[src/jpdd_pkg.sv]
// Shared constants, types and command/status structs for the joystick
// frame to differential drive block. No dependencies.
package jpdd_pkg;

  // Gear steps across the full gear range
  localparam int GEAR_STEPS = 10;
  // Width of the gear value, which runs 0 .. GEAR_STEPS-1
  localparam int GEAR_W = $clog2(GEAR_STEPS);
  // Width of |m| * gear
  localparam int MG_W = 8 + GEAR_W;
  // Width of the per-lane work register
  localparam int PROD_W = 20;

  // Frame tags
  localparam logic [7:0] TAG_X = 8'h11;
  localparam logic [7:0] TAG_Y = 8'h21;
  localparam logic [7:0] TAG_G = 8'h31;

  // Saturation limit of received values
  localparam logic [9:0] VAL_MAX = 10'd1023;

  // Rotation by 45 degrees: (s * 707) / 1000
  localparam logic [9:0]  ROT_GAIN  = 10'd707;
  localparam int          SH_DIV1K  = 30;
  localparam logic [20:0] K_DIV1K   = 21'd1073742;  // ceil(2^30 / 1000)

  // Axis map: floor((r + 723) * 510 / 1446) == floor((r + 723) * 85 / 241)
  localparam logic [9:0]  AXIS_SPAN = 10'd723;
  localparam logic [6:0]  MAP_NUM   = 7'd85;
  localparam int          SH_DIV241 = 28;
  localparam logic [20:0] K_DIV241  = 21'd1113841;  // ceil(2^28 / 241)
  localparam logic [8:0]  DUTY_MID  = 9'd255;

  // Gear scaling: divide by GEAR_STEPS - 1
  localparam int          SH_GEAR   = 20;
  localparam logic [20:0] K_GEAR    =
    21'(((1 << SH_GEAR) + GEAR_STEPS - 2) / (GEAR_STEPS - 1));

  // Frame phase
  typedef enum logic [3:0] {
    PH_TAG_X, PH_X_LO, PH_X_HI,
    PH_TAG_Y, PH_Y_LO, PH_Y_HI,
    PH_TAG_G, PH_G_LO, PH_G_HI
  } phase_t;

  // Compute sequencer
  typedef enum logic [2:0] {
    SQ_IDLE, SQ_LOAD, SQ_DIV1K, SQ_MAP, SQ_DIV241, SQ_GEAR, SQ_STEP, SQ_STOP
  } seq_t;

  // Datapath lane operations
  typedef enum logic [2:0] {
    DP_HOLD, DP_LOAD, DP_DIV1K, DP_MAP, DP_DIV241, DP_GEAR
  } dp_op_t;

  // Controller to datapath
  typedef struct packed {
    logic   hold_low;
    logic   load_x;
    logic   load_y;
    logic   load_gear;
    dp_op_t op;
    logic   out_load;
    logic   out_stop;
  } dp_cmd_t;

  // Datapath to controller
  typedef struct packed {
    logic tag_x_ok;
    logic tag_y_ok;
    logic tag_g_ok;
    logic out_free;
  } dp_stat_t;

endpackage

[src/jpdd_ctrl.sv]
// Controller: frame phase tracking and the compute sequencer.
// Depends on jpdd_pkg.
module jpdd_ctrl (
  input  logic              clk,
  input  logic              rst,
  input  logic              in_valid,
  output logic              in_ready,
  input  jpdd_pkg::dp_stat_t stat,
  output jpdd_pkg::dp_cmd_t  cmd
);

  jpdd_pkg::phase_t phase, phase_next;
  jpdd_pkg::seq_t   seq, seq_next;
  logic             accept;

  assign in_ready = (seq == jpdd_pkg::SQ_IDLE);
  assign accept   = in_valid && in_ready;

  // State registers
  always_ff @(posedge clk) begin
    if (rst) begin
      phase <= jpdd_pkg::PH_TAG_X;
      seq   <= jpdd_pkg::SQ_IDLE;
    end else begin
      phase <= phase_next;
      seq   <= seq_next;
    end
  end

  // Next state
  always_comb begin
    phase_next = phase;
    seq_next   = seq;
    unique case (seq)
      jpdd_pkg::SQ_IDLE: begin
        if (accept) begin
          unique case (phase)
            jpdd_pkg::PH_X_LO:  phase_next = jpdd_pkg::PH_X_HI;
            jpdd_pkg::PH_X_HI:  phase_next = jpdd_pkg::PH_TAG_Y;
            jpdd_pkg::PH_TAG_Y: begin
              if (stat.tag_y_ok) begin
                phase_next = jpdd_pkg::PH_Y_LO;
              end else begin
                phase_next = jpdd_pkg::PH_TAG_X;
                seq_next   = jpdd_pkg::SQ_STOP;
              end
            end
            jpdd_pkg::PH_Y_LO:  phase_next = jpdd_pkg::PH_Y_HI;
            jpdd_pkg::PH_Y_HI:  phase_next = jpdd_pkg::PH_TAG_G;
            jpdd_pkg::PH_TAG_G: begin
              if (stat.tag_g_ok) begin
                phase_next = jpdd_pkg::PH_G_LO;
              end else begin
                phase_next = jpdd_pkg::PH_TAG_X;
                seq_next   = jpdd_pkg::SQ_LOAD;
              end
            end
            jpdd_pkg::PH_G_LO:  phase_next = jpdd_pkg::PH_G_HI;
            jpdd_pkg::PH_G_HI: begin
              phase_next = jpdd_pkg::PH_TAG_X;
              seq_next   = jpdd_pkg::SQ_LOAD;
            end
            default: begin
              // expecting the x tag; unused codes land here too
              if (stat.tag_x_ok) begin
                phase_next = jpdd_pkg::PH_X_LO;
              end else begin
                phase_next = jpdd_pkg::PH_TAG_X;
                seq_next   = jpdd_pkg::SQ_STOP;
              end
            end
          endcase
        end
      end
      jpdd_pkg::SQ_LOAD:   seq_next = jpdd_pkg::SQ_DIV1K;
      jpdd_pkg::SQ_DIV1K:  seq_next = jpdd_pkg::SQ_MAP;
      jpdd_pkg::SQ_MAP:    seq_next = jpdd_pkg::SQ_DIV241;
      jpdd_pkg::SQ_DIV241: seq_next = jpdd_pkg::SQ_GEAR;
      jpdd_pkg::SQ_GEAR:   seq_next = jpdd_pkg::SQ_STEP;
      jpdd_pkg::SQ_STEP: begin
        if (stat.out_free) seq_next = jpdd_pkg::SQ_IDLE;
      end
      jpdd_pkg::SQ_STOP: begin
        if (stat.out_free) seq_next = jpdd_pkg::SQ_IDLE;
      end
      default: seq_next = jpdd_pkg::SQ_IDLE;
    endcase
  end

  // Datapath commands
  always_comb begin
    cmd = '0;
    cmd.op = jpdd_pkg::DP_HOLD;
    unique case (seq)
      jpdd_pkg::SQ_IDLE: begin
        if (accept) begin
          unique case (phase)
            jpdd_pkg::PH_X_LO, jpdd_pkg::PH_Y_LO, jpdd_pkg::PH_G_LO:
              cmd.hold_low = 1'b1;
            jpdd_pkg::PH_X_HI: cmd.load_x    = 1'b1;
            jpdd_pkg::PH_Y_HI: cmd.load_y    = 1'b1;
            jpdd_pkg::PH_G_HI: cmd.load_gear = 1'b1;
            default: ;
          endcase
        end
      end
      jpdd_pkg::SQ_LOAD:   cmd.op = jpdd_pkg::DP_LOAD;
      jpdd_pkg::SQ_DIV1K:  cmd.op = jpdd_pkg::DP_DIV1K;
      jpdd_pkg::SQ_MAP:    cmd.op = jpdd_pkg::DP_MAP;
      jpdd_pkg::SQ_DIV241: cmd.op = jpdd_pkg::DP_DIV241;
      jpdd_pkg::SQ_GEAR:   cmd.op = jpdd_pkg::DP_GEAR;
      jpdd_pkg::SQ_STEP:   cmd.out_load = stat.out_free;
      jpdd_pkg::SQ_STOP: begin
        cmd.out_load = stat.out_free;
        cmd.out_stop = 1'b1;
      end
      default: ;
    endcase
  end

endmodule

[src/jpdd_dpath.sv]
// Datapath: frame value registers, two drive lanes stepped by the
// controller, and the output register. Depends on jpdd_pkg.
module jpdd_dpath (
  input  logic              clk,
  input  logic              rst,
  input  logic [7:0]        rx_byte,
  input  jpdd_pkg::dp_cmd_t  cmd,
  output jpdd_pkg::dp_stat_t stat,
  output logic              out_valid,
  input  logic              out_ready,
  output logic [23:0]       out_data,
  output logic              out_stopped
);

  localparam int GW = jpdd_pkg::GEAR_W;
  localparam int MW = jpdd_pkg::MG_W;
  localparam int PW = jpdd_pkg::PROD_W;

  logic [7:0]    low_hold;
  logic [9:0]    x_pos, y_pos, gear_pos;
  logic [9:0]    joined;

  logic [PW-1:0] prod      [2];
  logic          neg       [2];
  logic [PW-1:0] prod_next [2];
  logic          neg_next  [2];

  logic signed [11:0] sv      [2];
  logic [10:0]        smag    [2];
  logic [20:0]        p_rot   [2];
  logic [40:0]        t_div1k [2];
  logic [10:0]        v_map   [2];
  logic [16:0]        v85     [2];
  logic [37:0]        t_div241[2];
  logic [8:0]         q241    [2];
  logic [MW-1:0]      mg      [2];
  logic [MW+20:0]     t_gear  [2];
  logic [7:0]         duty    [2];
  logic               dir     [2];

  logic [14:0]   gscaled;
  logic [GW-1:0] gear;

  logic          out_valid_next;

  // Tag checks and output slot status
  assign stat.tag_x_ok = (rx_byte == jpdd_pkg::TAG_X);
  assign stat.tag_y_ok = (rx_byte == jpdd_pkg::TAG_Y);
  assign stat.tag_g_ok = (rx_byte == jpdd_pkg::TAG_G);
  assign stat.out_free = !out_valid || out_ready;

  // High byte joined with the held low byte, saturated to 1023
  assign joined = (|rx_byte[7:2]) ? jpdd_pkg::VAL_MAX : {rx_byte[1:0], low_hold};

  // Frame value registers
  always_ff @(posedge clk) begin
    if (rst) begin
      low_hold <= '0;
      x_pos    <= '0;
      y_pos    <= '0;
      gear_pos <= '0;
    end else begin
      if (cmd.hold_low)  low_hold <= rx_byte;
      if (cmd.load_x)    x_pos    <= joined;
      if (cmd.load_y)    y_pos    <= joined;
      if (cmd.load_gear) gear_pos <= joined;
    end
  end

  // Gear step: (GEAR_STEPS * (g + 1) - 1) >> 10
  assign gscaled = 15'(jpdd_pkg::GEAR_STEPS) * ({5'b0, gear_pos} + 15'd1) - 15'd1;
  assign gear    = GW'(gscaled >> 10);

  // Lane arithmetic; lane 0 drives motor a, lane 1 motor b
  always_comb begin
    // rotated sums: a = x - y, b = 1024 - x - y
    sv[0] = $signed({2'b0, x_pos}) - $signed({2'b0, y_pos});
    sv[1] = 12'sd1024 - $signed({2'b0, x_pos}) - $signed({2'b0, y_pos});
    for (int i = 0; i < 2; i++) begin
      smag[i]     = sv[i][11] ? 11'(-sv[i]) : sv[i][10:0];
      p_rot[i]    = 21'(smag[i]) * 21'(jpdd_pkg::ROT_GAIN);
      t_div1k[i]  = 41'(prod[i]) * 41'(jpdd_pkg::K_DIV1K);
      v_map[i]    = neg[i] ? {1'b0, jpdd_pkg::AXIS_SPAN} - {1'b0, prod[i][9:0]}
                           : {1'b0, jpdd_pkg::AXIS_SPAN} + {1'b0, prod[i][9:0]};
      v85[i]      = 17'(v_map[i]) * 17'(jpdd_pkg::MAP_NUM);
      t_div241[i] = 38'(prod[i][16:0]) * 38'(jpdd_pkg::K_DIV241);
      q241[i]     = t_div241[i][jpdd_pkg::SH_DIV241 +: 9];
      mg[i]       = MW'(prod[i][7:0]) * MW'(gear);
      t_gear[i]   = (MW + 21)'(prod[i][MW-1:0]) * (MW + 21)'(jpdd_pkg::K_GEAR);
      duty[i]     = t_gear[i][jpdd_pkg::SH_GEAR +: 8];
      dir[i]      = !neg[i] && (duty[i] != 8'd0);

      prod_next[i] = prod[i];
      neg_next[i]  = neg[i];
      unique case (cmd.op)
        jpdd_pkg::DP_LOAD: begin
          prod_next[i] = PW'(p_rot[i]);
          neg_next[i]  = sv[i][11];
        end
        jpdd_pkg::DP_DIV1K: begin
          prod_next[i] = PW'(t_div1k[i][jpdd_pkg::SH_DIV1K +: 10]);
        end
        jpdd_pkg::DP_MAP: begin
          prod_next[i] = PW'(v85[i]);
          neg_next[i]  = 1'b0;
        end
        jpdd_pkg::DP_DIV241: begin
          // m = q - 255, kept as sign and magnitude
          neg_next[i]  = (q241[i] < jpdd_pkg::DUTY_MID);
          prod_next[i] = (q241[i] < jpdd_pkg::DUTY_MID)
                         ? PW'(jpdd_pkg::DUTY_MID - q241[i])
                         : PW'(q241[i] - jpdd_pkg::DUTY_MID);
        end
        jpdd_pkg::DP_GEAR: begin
          prod_next[i] = PW'(mg[i]);
        end
        default: ;
      endcase
    end
  end

  // Lane registers
  always_ff @(posedge clk) begin
    for (int i = 0; i < 2; i++) begin
      prod[i] <= prod_next[i];
      neg[i]  <= neg_next[i];
    end
  end

  // Output register
  always_comb begin
    out_valid_next = out_valid;
    if (cmd.out_load) begin
      out_valid_next = 1'b1;
    end else if (out_ready) begin
      out_valid_next = 1'b0;
    end
  end

  always_ff @(posedge clk) begin
    if (rst) begin
      out_valid <= 1'b0;
    end else begin
      out_valid <= out_valid_next;
    end
  end

  always_ff @(posedge clk) begin
    if (cmd.out_load) begin
      if (cmd.out_stop) begin
        out_data    <= '0;
        out_stopped <= 1'b1;
      end else begin
        out_data    <= {6'b0, dir[1], duty[1], dir[0], duty[0]};
        out_stopped <= 1'b0;
      end
    end
  end

endmodule

[src/joystick_packet_to_diff_drive.sv]
// Top level of the joystick frame to differential drive block.
// Depends on jpdd_pkg, jpdd_ctrl and jpdd_dpath.
//
// Input stream (s_*): one received serial byte per transaction. A frame is
// tag 0x11, x low, x high, tag 0x21, y low, y high, tag 0x31, gear low,
// gear high. Output stream (m_*): one drive command per finished frame, or
// a stop command (m_tuser high, all duties and directions zero) after a bad
// x or y tag. A bad gear tag ends the frame and keeps the old gear.
// Sequencing: a byte that gives no result is taken back to back with the
// next. A byte that ends a frame holds s_tready low until the sequencer has
// passed five steps through the two-lane multiply/reciprocal datapath and
// the load of the output register. A stop goes straight to the load of the
// output register.
// Stall: the output register holds its result while m_tready is low; bytes
// keep being taken meanwhile until the next result is ready to load, at
// which point s_tready stays low until the output register frees up.
// Reset (rst, synchronous): frame phase back to the x tag, stored x, y,
// gear and low byte cleared, output empty.
module joystick_packet_to_diff_drive (
  input  logic        clk,
  input  logic        rst,
  input  logic        s_tvalid,
  output logic        s_tready,
  input  logic [7:0]  s_tdata,   // [7:0] rx_byte
  output logic        m_tvalid,
  input  logic        m_tready,
  output logic [23:0] m_tdata,   // [7:0] duty_a, [8] dir_a, [16:9] duty_b, [17] dir_b
  output logic        m_tuser    // [0] stopped
);

  jpdd_pkg::dp_cmd_t  cmd;
  jpdd_pkg::dp_stat_t stat;

  // Frame phase and compute sequencing
  jpdd_ctrl u_ctrl (
    .clk      (clk),
    .rst      (rst),
    .in_valid (s_tvalid),
    .in_ready (s_tready),
    .stat     (stat),
    .cmd      (cmd)
  );

  // Value registers, drive lanes and output register
  jpdd_dpath u_dpath (
    .clk         (clk),
    .rst         (rst),
    .rx_byte     (s_tdata),
    .cmd         (cmd),
    .stat        (stat),
    .out_valid   (m_tvalid),
    .out_ready   (m_tready),
    .out_data    (m_tdata),
    .out_stopped (m_tuser)
  );

endmodule

[config.mk]
export PLATFORM = sky130hd
export DESIGN_NAME = joystick_packet_to_diff_drive
export DESIGN_NICKNAME = d
export VERILOG_FILES = /design/src/jpdd_pkg.sv /design/src/jpdd_ctrl.sv /design/src/jpdd_dpath.sv /design/src/joystick_packet_to_diff_drive.sv
export SDC_FILE = /design/constraint.sdc
export NUM_CORES = 2
export LEC_CHECK = 0
export ABC_AREA = 1
export BUFFER_PORTS_ARGS = -buffer_cell sky130_fd_sc_hd__buf_2
export CAP_MARGIN = 15
export CORE_MARGIN = 5
export CORE_UTILIZATION = 60
export CTS_CLUSTER_DIAMETER = 120
export DETAILED_ROUTE_END_ITERATION = 6
export PLACE_DENSITY_LB_ADDON = 0.2
export SLEW_MARGIN = 0
export SYNTH_ARGS = -nofsm -noshare
export SYNTH_HDL_FRONTEND = slang
export SYNTH_SLANG_ARGS = --single-unit
[constraint.sdc]
create_clock -name clk -period 12.82 [get_ports clk]
set_clock_uncertainty 0.1 [all_clocks]
set_input_delay 0.641 -clock clk [delete_from_list [all_inputs] [get_ports clk]]
set_output_delay 0.641 -clock clk [all_outputs]
set_load 0.03 [all_outputs]
==> flow_metrics.env <==
export IMPL_clock_latency_ps=420
export IMPL_yosysWarnings=0
export IMPL_dr_pass1_iters=6
export IMPL_htreeDepth=3
export IMPL_slew_viol_final=0
export IMPL_final_cell_area_sq_um=48000
export IMPL_fin_crit_ps=7480
export IMPL_vias=38200
export IMPL_cp_start_kind="flop"
export IMPL_multi_input_area_sq_um=37800
export IMPL_antenna_found_initial=1
export IMPL_fin_crit_sh_pct=58.4
export IMPL_post_dp_hpwl_mm=111
export IMPL_rr_worst_depth=28
export IMPL_crit_family="adder cells"
export IMPL_drtIter0Drc=2871
export IMPL_grt_max_degree=41
export IMPL_via_per_inst=5.54
export IMPL_area_growth_pct=4.23
export IMPL_utilization_pct=63.1
export IMPL_cp_buffers_inverters=6
export IMPL_die_w_um=287
export IMPL_required_ps=12880
export IMPL_grtUsageTotal_pct=31.5
export IMPL_drt_wl_total_mm=129
export IMPL_cts_made_buffers=9
export IMPL_place_area_sq_um=47600
export IMPL_worst_ep_arrival_time_ps=7540
export IMPL_r2r_setup_slack_ps=5340
export IMPL_setup_viol=0
export IMPL_fillerInstances=6950
export IMPL_die_y_um=287
export IMPL_cts_tree="built"
export IMPL_rows=101
export IMPL_crit_type="flop to flop"
export IMPL_boundaryPins=39
export IMPL_grt_pass1_wl_mm=206
export IMPL_cap_violations=0
export IMPL_antenna_left=0
export IMPL_max_slew_margin_rel_pct=24.5
export IMPL_cpMostUsedCell="fa_1"
export IMPL_finalNetCount=7511
export IMPL_clock_root_buffer="clkbuf_16"
export IMPL_end_kind="flop"
export IMPL_crit_fanout=15
export IMPL_worst_path_largest_cell_delay_ps=880
export IMPL_overflow=0
export IMPL_cpMaxStageDelayCell="fa_1"
export IMPL_hold_viol_final=0
export IMPL_wire_per_inst_um=18.7
export IMPL_core_area_sq_um=76100
export IMPL_initial_utilization_pct=60.5
export IMPL_worst_slew_pin_slew_ps=1120
export IMPL_min_delay_path_class="flop to flop"
export IMPL_io_buffers=32
export IMPL_max_freq_ghz=0.134
export IMPL_holdPathStages=2
export IMPL_postSynthCellCount=5808
export IMPL_grt_pass1_vias=38500
export IMPL_r2r_end="u_dpath.prod[0][3]"
export IMPL_rr_startpoint="u_dpath.prod[0][9]"
export IMPL_synth_area_sq_um=46000
export IMPL_drc_errors=0
export IMPL_tns_ps=0
export IMPL_status="completed"
export IMPL_synth_ff_latch_count=107
export IMPL_die_area_sq_um=82400
export IMPL_holdCritStartpoint="u_dpath.low_hold[3]"
export IMPL_path_clk_slew_ps=100
export IMPL_post_cts_buffers=0
export IMPL_syn_area_per_cell_sq_um=7.93
export IMPL_min_to="u_dpath.low_hold[3]"
export IMPL_drive_above_1_share_pct=3.68
export IMPL_clockBufferDepth=2
export IMPL_synth_seq_area_share_pct=5.98
export IMPL_hold_buffers=0
export IMPL_cts_repair_resized=0
export IMPL_place_congestion=0.970
export IMPL_seqCellArea_sq_um=2750
export IMPL_synth_distinct_cells=64
export IMPL_grt_setup_unrepaired="false"
export IMPL_clkSinkCount=107
-- layout by cell type, fill, tap and decap left out, types with 12 or more instances in the layout --
master / netlist / routed
nand2_1: 919 / 919
a31oi_1: 25 / 25
dfxtp_1: 46 / 46
a21oi_1: 320 / 319
a21o_1: 34 / 34
fa_1: 601 / 601
ha_1: 1039 / 1039
nand2_2: 19 / 19
edfxtp_1: 61 / 61
nor4_1: 17 / 16
xor2_1: 73 / 73
o21a_1: 12 / 12
nand4_1: 47 / 47
inv_1: 1427 / 1427
nand3b_1: 21 / 21
nor3_1: 56 / 53
or2_2: 24 / 24
buf_4: 8 / 40
o21bai_1: 22 / 22
nor2_1: 402 / 401
o21ai_0: 193 / 193
nand3_1: 217 / 217
xnor2_1: 41 / 41
buf_2: 5 / 32
nor2_2: 17 / 18
o31ai_1: 13 / 13
-- per-stage QoR --
| step | setup WS (ps) | instances | hold slack (ps) |
|---|---|---|---|
| floorplan | 6320 | 5813 | 356 |
| global placement | 5590 | 6875 | 366 |
| detailed placement | 5490 | 6875 | 372 |
| CTS | 5470 | 6891 | 386 |
| global route | 4970 | 6894 | 414 |
| finish | 5340 | 6895 | 394 |
-- sequential cells by signal, summed over array words and instances, names as in the netlist, 2 cells and up --
name              count
u_dpath.prod         40
u_dpath.out_data     18
u_dpath.gear_pos     10
u_dpath.x_pos        10
u_dpath.y_pos        10
u_dpath.low_hold      8
u_ctrl.phase          4
u_ctrl.seq            3
u_dpath.neg           2
-- synth_stat cells, drive strengths merged --
| cell | count | share of area [%] |
|---|---|---|
| o221ai | 6 | 0.11 |
| a21o | 34 | 0.55 |
| a221oi | 4 | 0.076 |
| buf | 15 | 0.23 |
| a311oi | 2 | 0.038 |
| xnor2 | 44 | 0.89 |
| o21bai | 25 | 0.43 |
| nand4 | 53 | 0.80 |
| inv | 1431 | 12 |
| a31oi | 25 | 0.34 |
| o21a | 12 | 0.20 |
| conb | 1 | 0.0081 |
| a211oi | 10 | 0.16 |
| nand3 | 227 | 2.6 |
| clkbuf | 23 | 0.19 |
| nand3b | 23 | 0.41 |
| o211ai | 9 | 0.17 |
| fa | 601 | 26 |
| nand2 | 940 | 7.8 |
| xor2 | 74 | 1.4 |
| o2111ai | 7 | 0.13 |
| dfxtp | 46 | 2.0 |
| nor3b | 4 | 0.087 |
| nor3 | 60 | 0.70 |
| edfxtp | 61 | 4.0 |
| or2 | 25 | 0.34 |
| o21ai | 205 | 2.3 |
| nor2 | 423 | 3.6 |
| and2 | 5 | 0.073 |
| o22ai | 3 | 0.041 |
| nor4 | 20 | 0.31 |
| a21boi | 3 | 0.057 |
| ha | 1039 | 28 |
| a22oi | 1 | 0.016 |
| o311ai | 2 | 0.038 |
| clkinv | 2 | 0.016 |
| o31ai | 13 | 0.21 |
| a21oi | 330 | 3.7 |
-- worst max path at each step --
stage                                   from                  to  slack (ps)  depth (start not counted)
after global routing      u_dpath.prod[0][9]  u_dpath.prod[0][1]        4970                         29
after floorplan           u_dpath.prod[0][5]  u_dpath.prod[0][5]        6320                         27
after CTS                 u_dpath.prod[0][9]  u_dpath.prod[0][9]        5470                         25
final                     u_dpath.prod[0][9]  u_dpath.prod[0][3]        5340                         28
after detailed placement  u_dpath.prod[0][9]  u_dpath.prod[0][3]        5490                         28
after global placement    u_dpath.prod[0][9]  u_dpath.prod[0][3]        5590                         28
-- cell type report --
cell class / count / share of cell area, %
Multi-Input combinational cell: 4235 / 78.7
Inverter: 1433 / 11.2
Sequential cell: 107 / 5.74
Tap cell: 1030 / 2.69
Timing Repair Buffer: 73 / 0.988
Clock buffer: 9 / 0.469
Clock inverter: 7 / 0.201
Antenna cell: 1 / 0.00521
-- routing by layer --
metal,wire length (um),up-vias,GRT usage (%)
met4,3240,0,7.12
met3,10700,187,5.83
met5,0,-,0
met1,58400,18200,45.3
li1,-,18400,-
met2,56400,1316,49.9
-- cell families (layout without fill, tap and decap cells) --
kind of cell	Yosys count	count (layout)	share of synthesized area (%)
AO/OA/AOI/OAI	691	691	8.52
adder cells (fa/ha/maj)	1640	1640	54.4
flip-flops	107	107	5.98
XOR/XNOR	118	118	2.31
AND/OR/NAND/NOR	1780	1780	16.7
buffers and inverters	1471	1522	12.1
other	1	7	0.00814
-- tightest hold or removal path, stage by stage (launching register included) --
cell     delay, ps
dfxtp_1        340
nor2_1          50
nor2_1          80
Power is left out: the tool's default activity adds up to more than one toggle a clock period on the data nets, which glitch-free logic cannot reach.
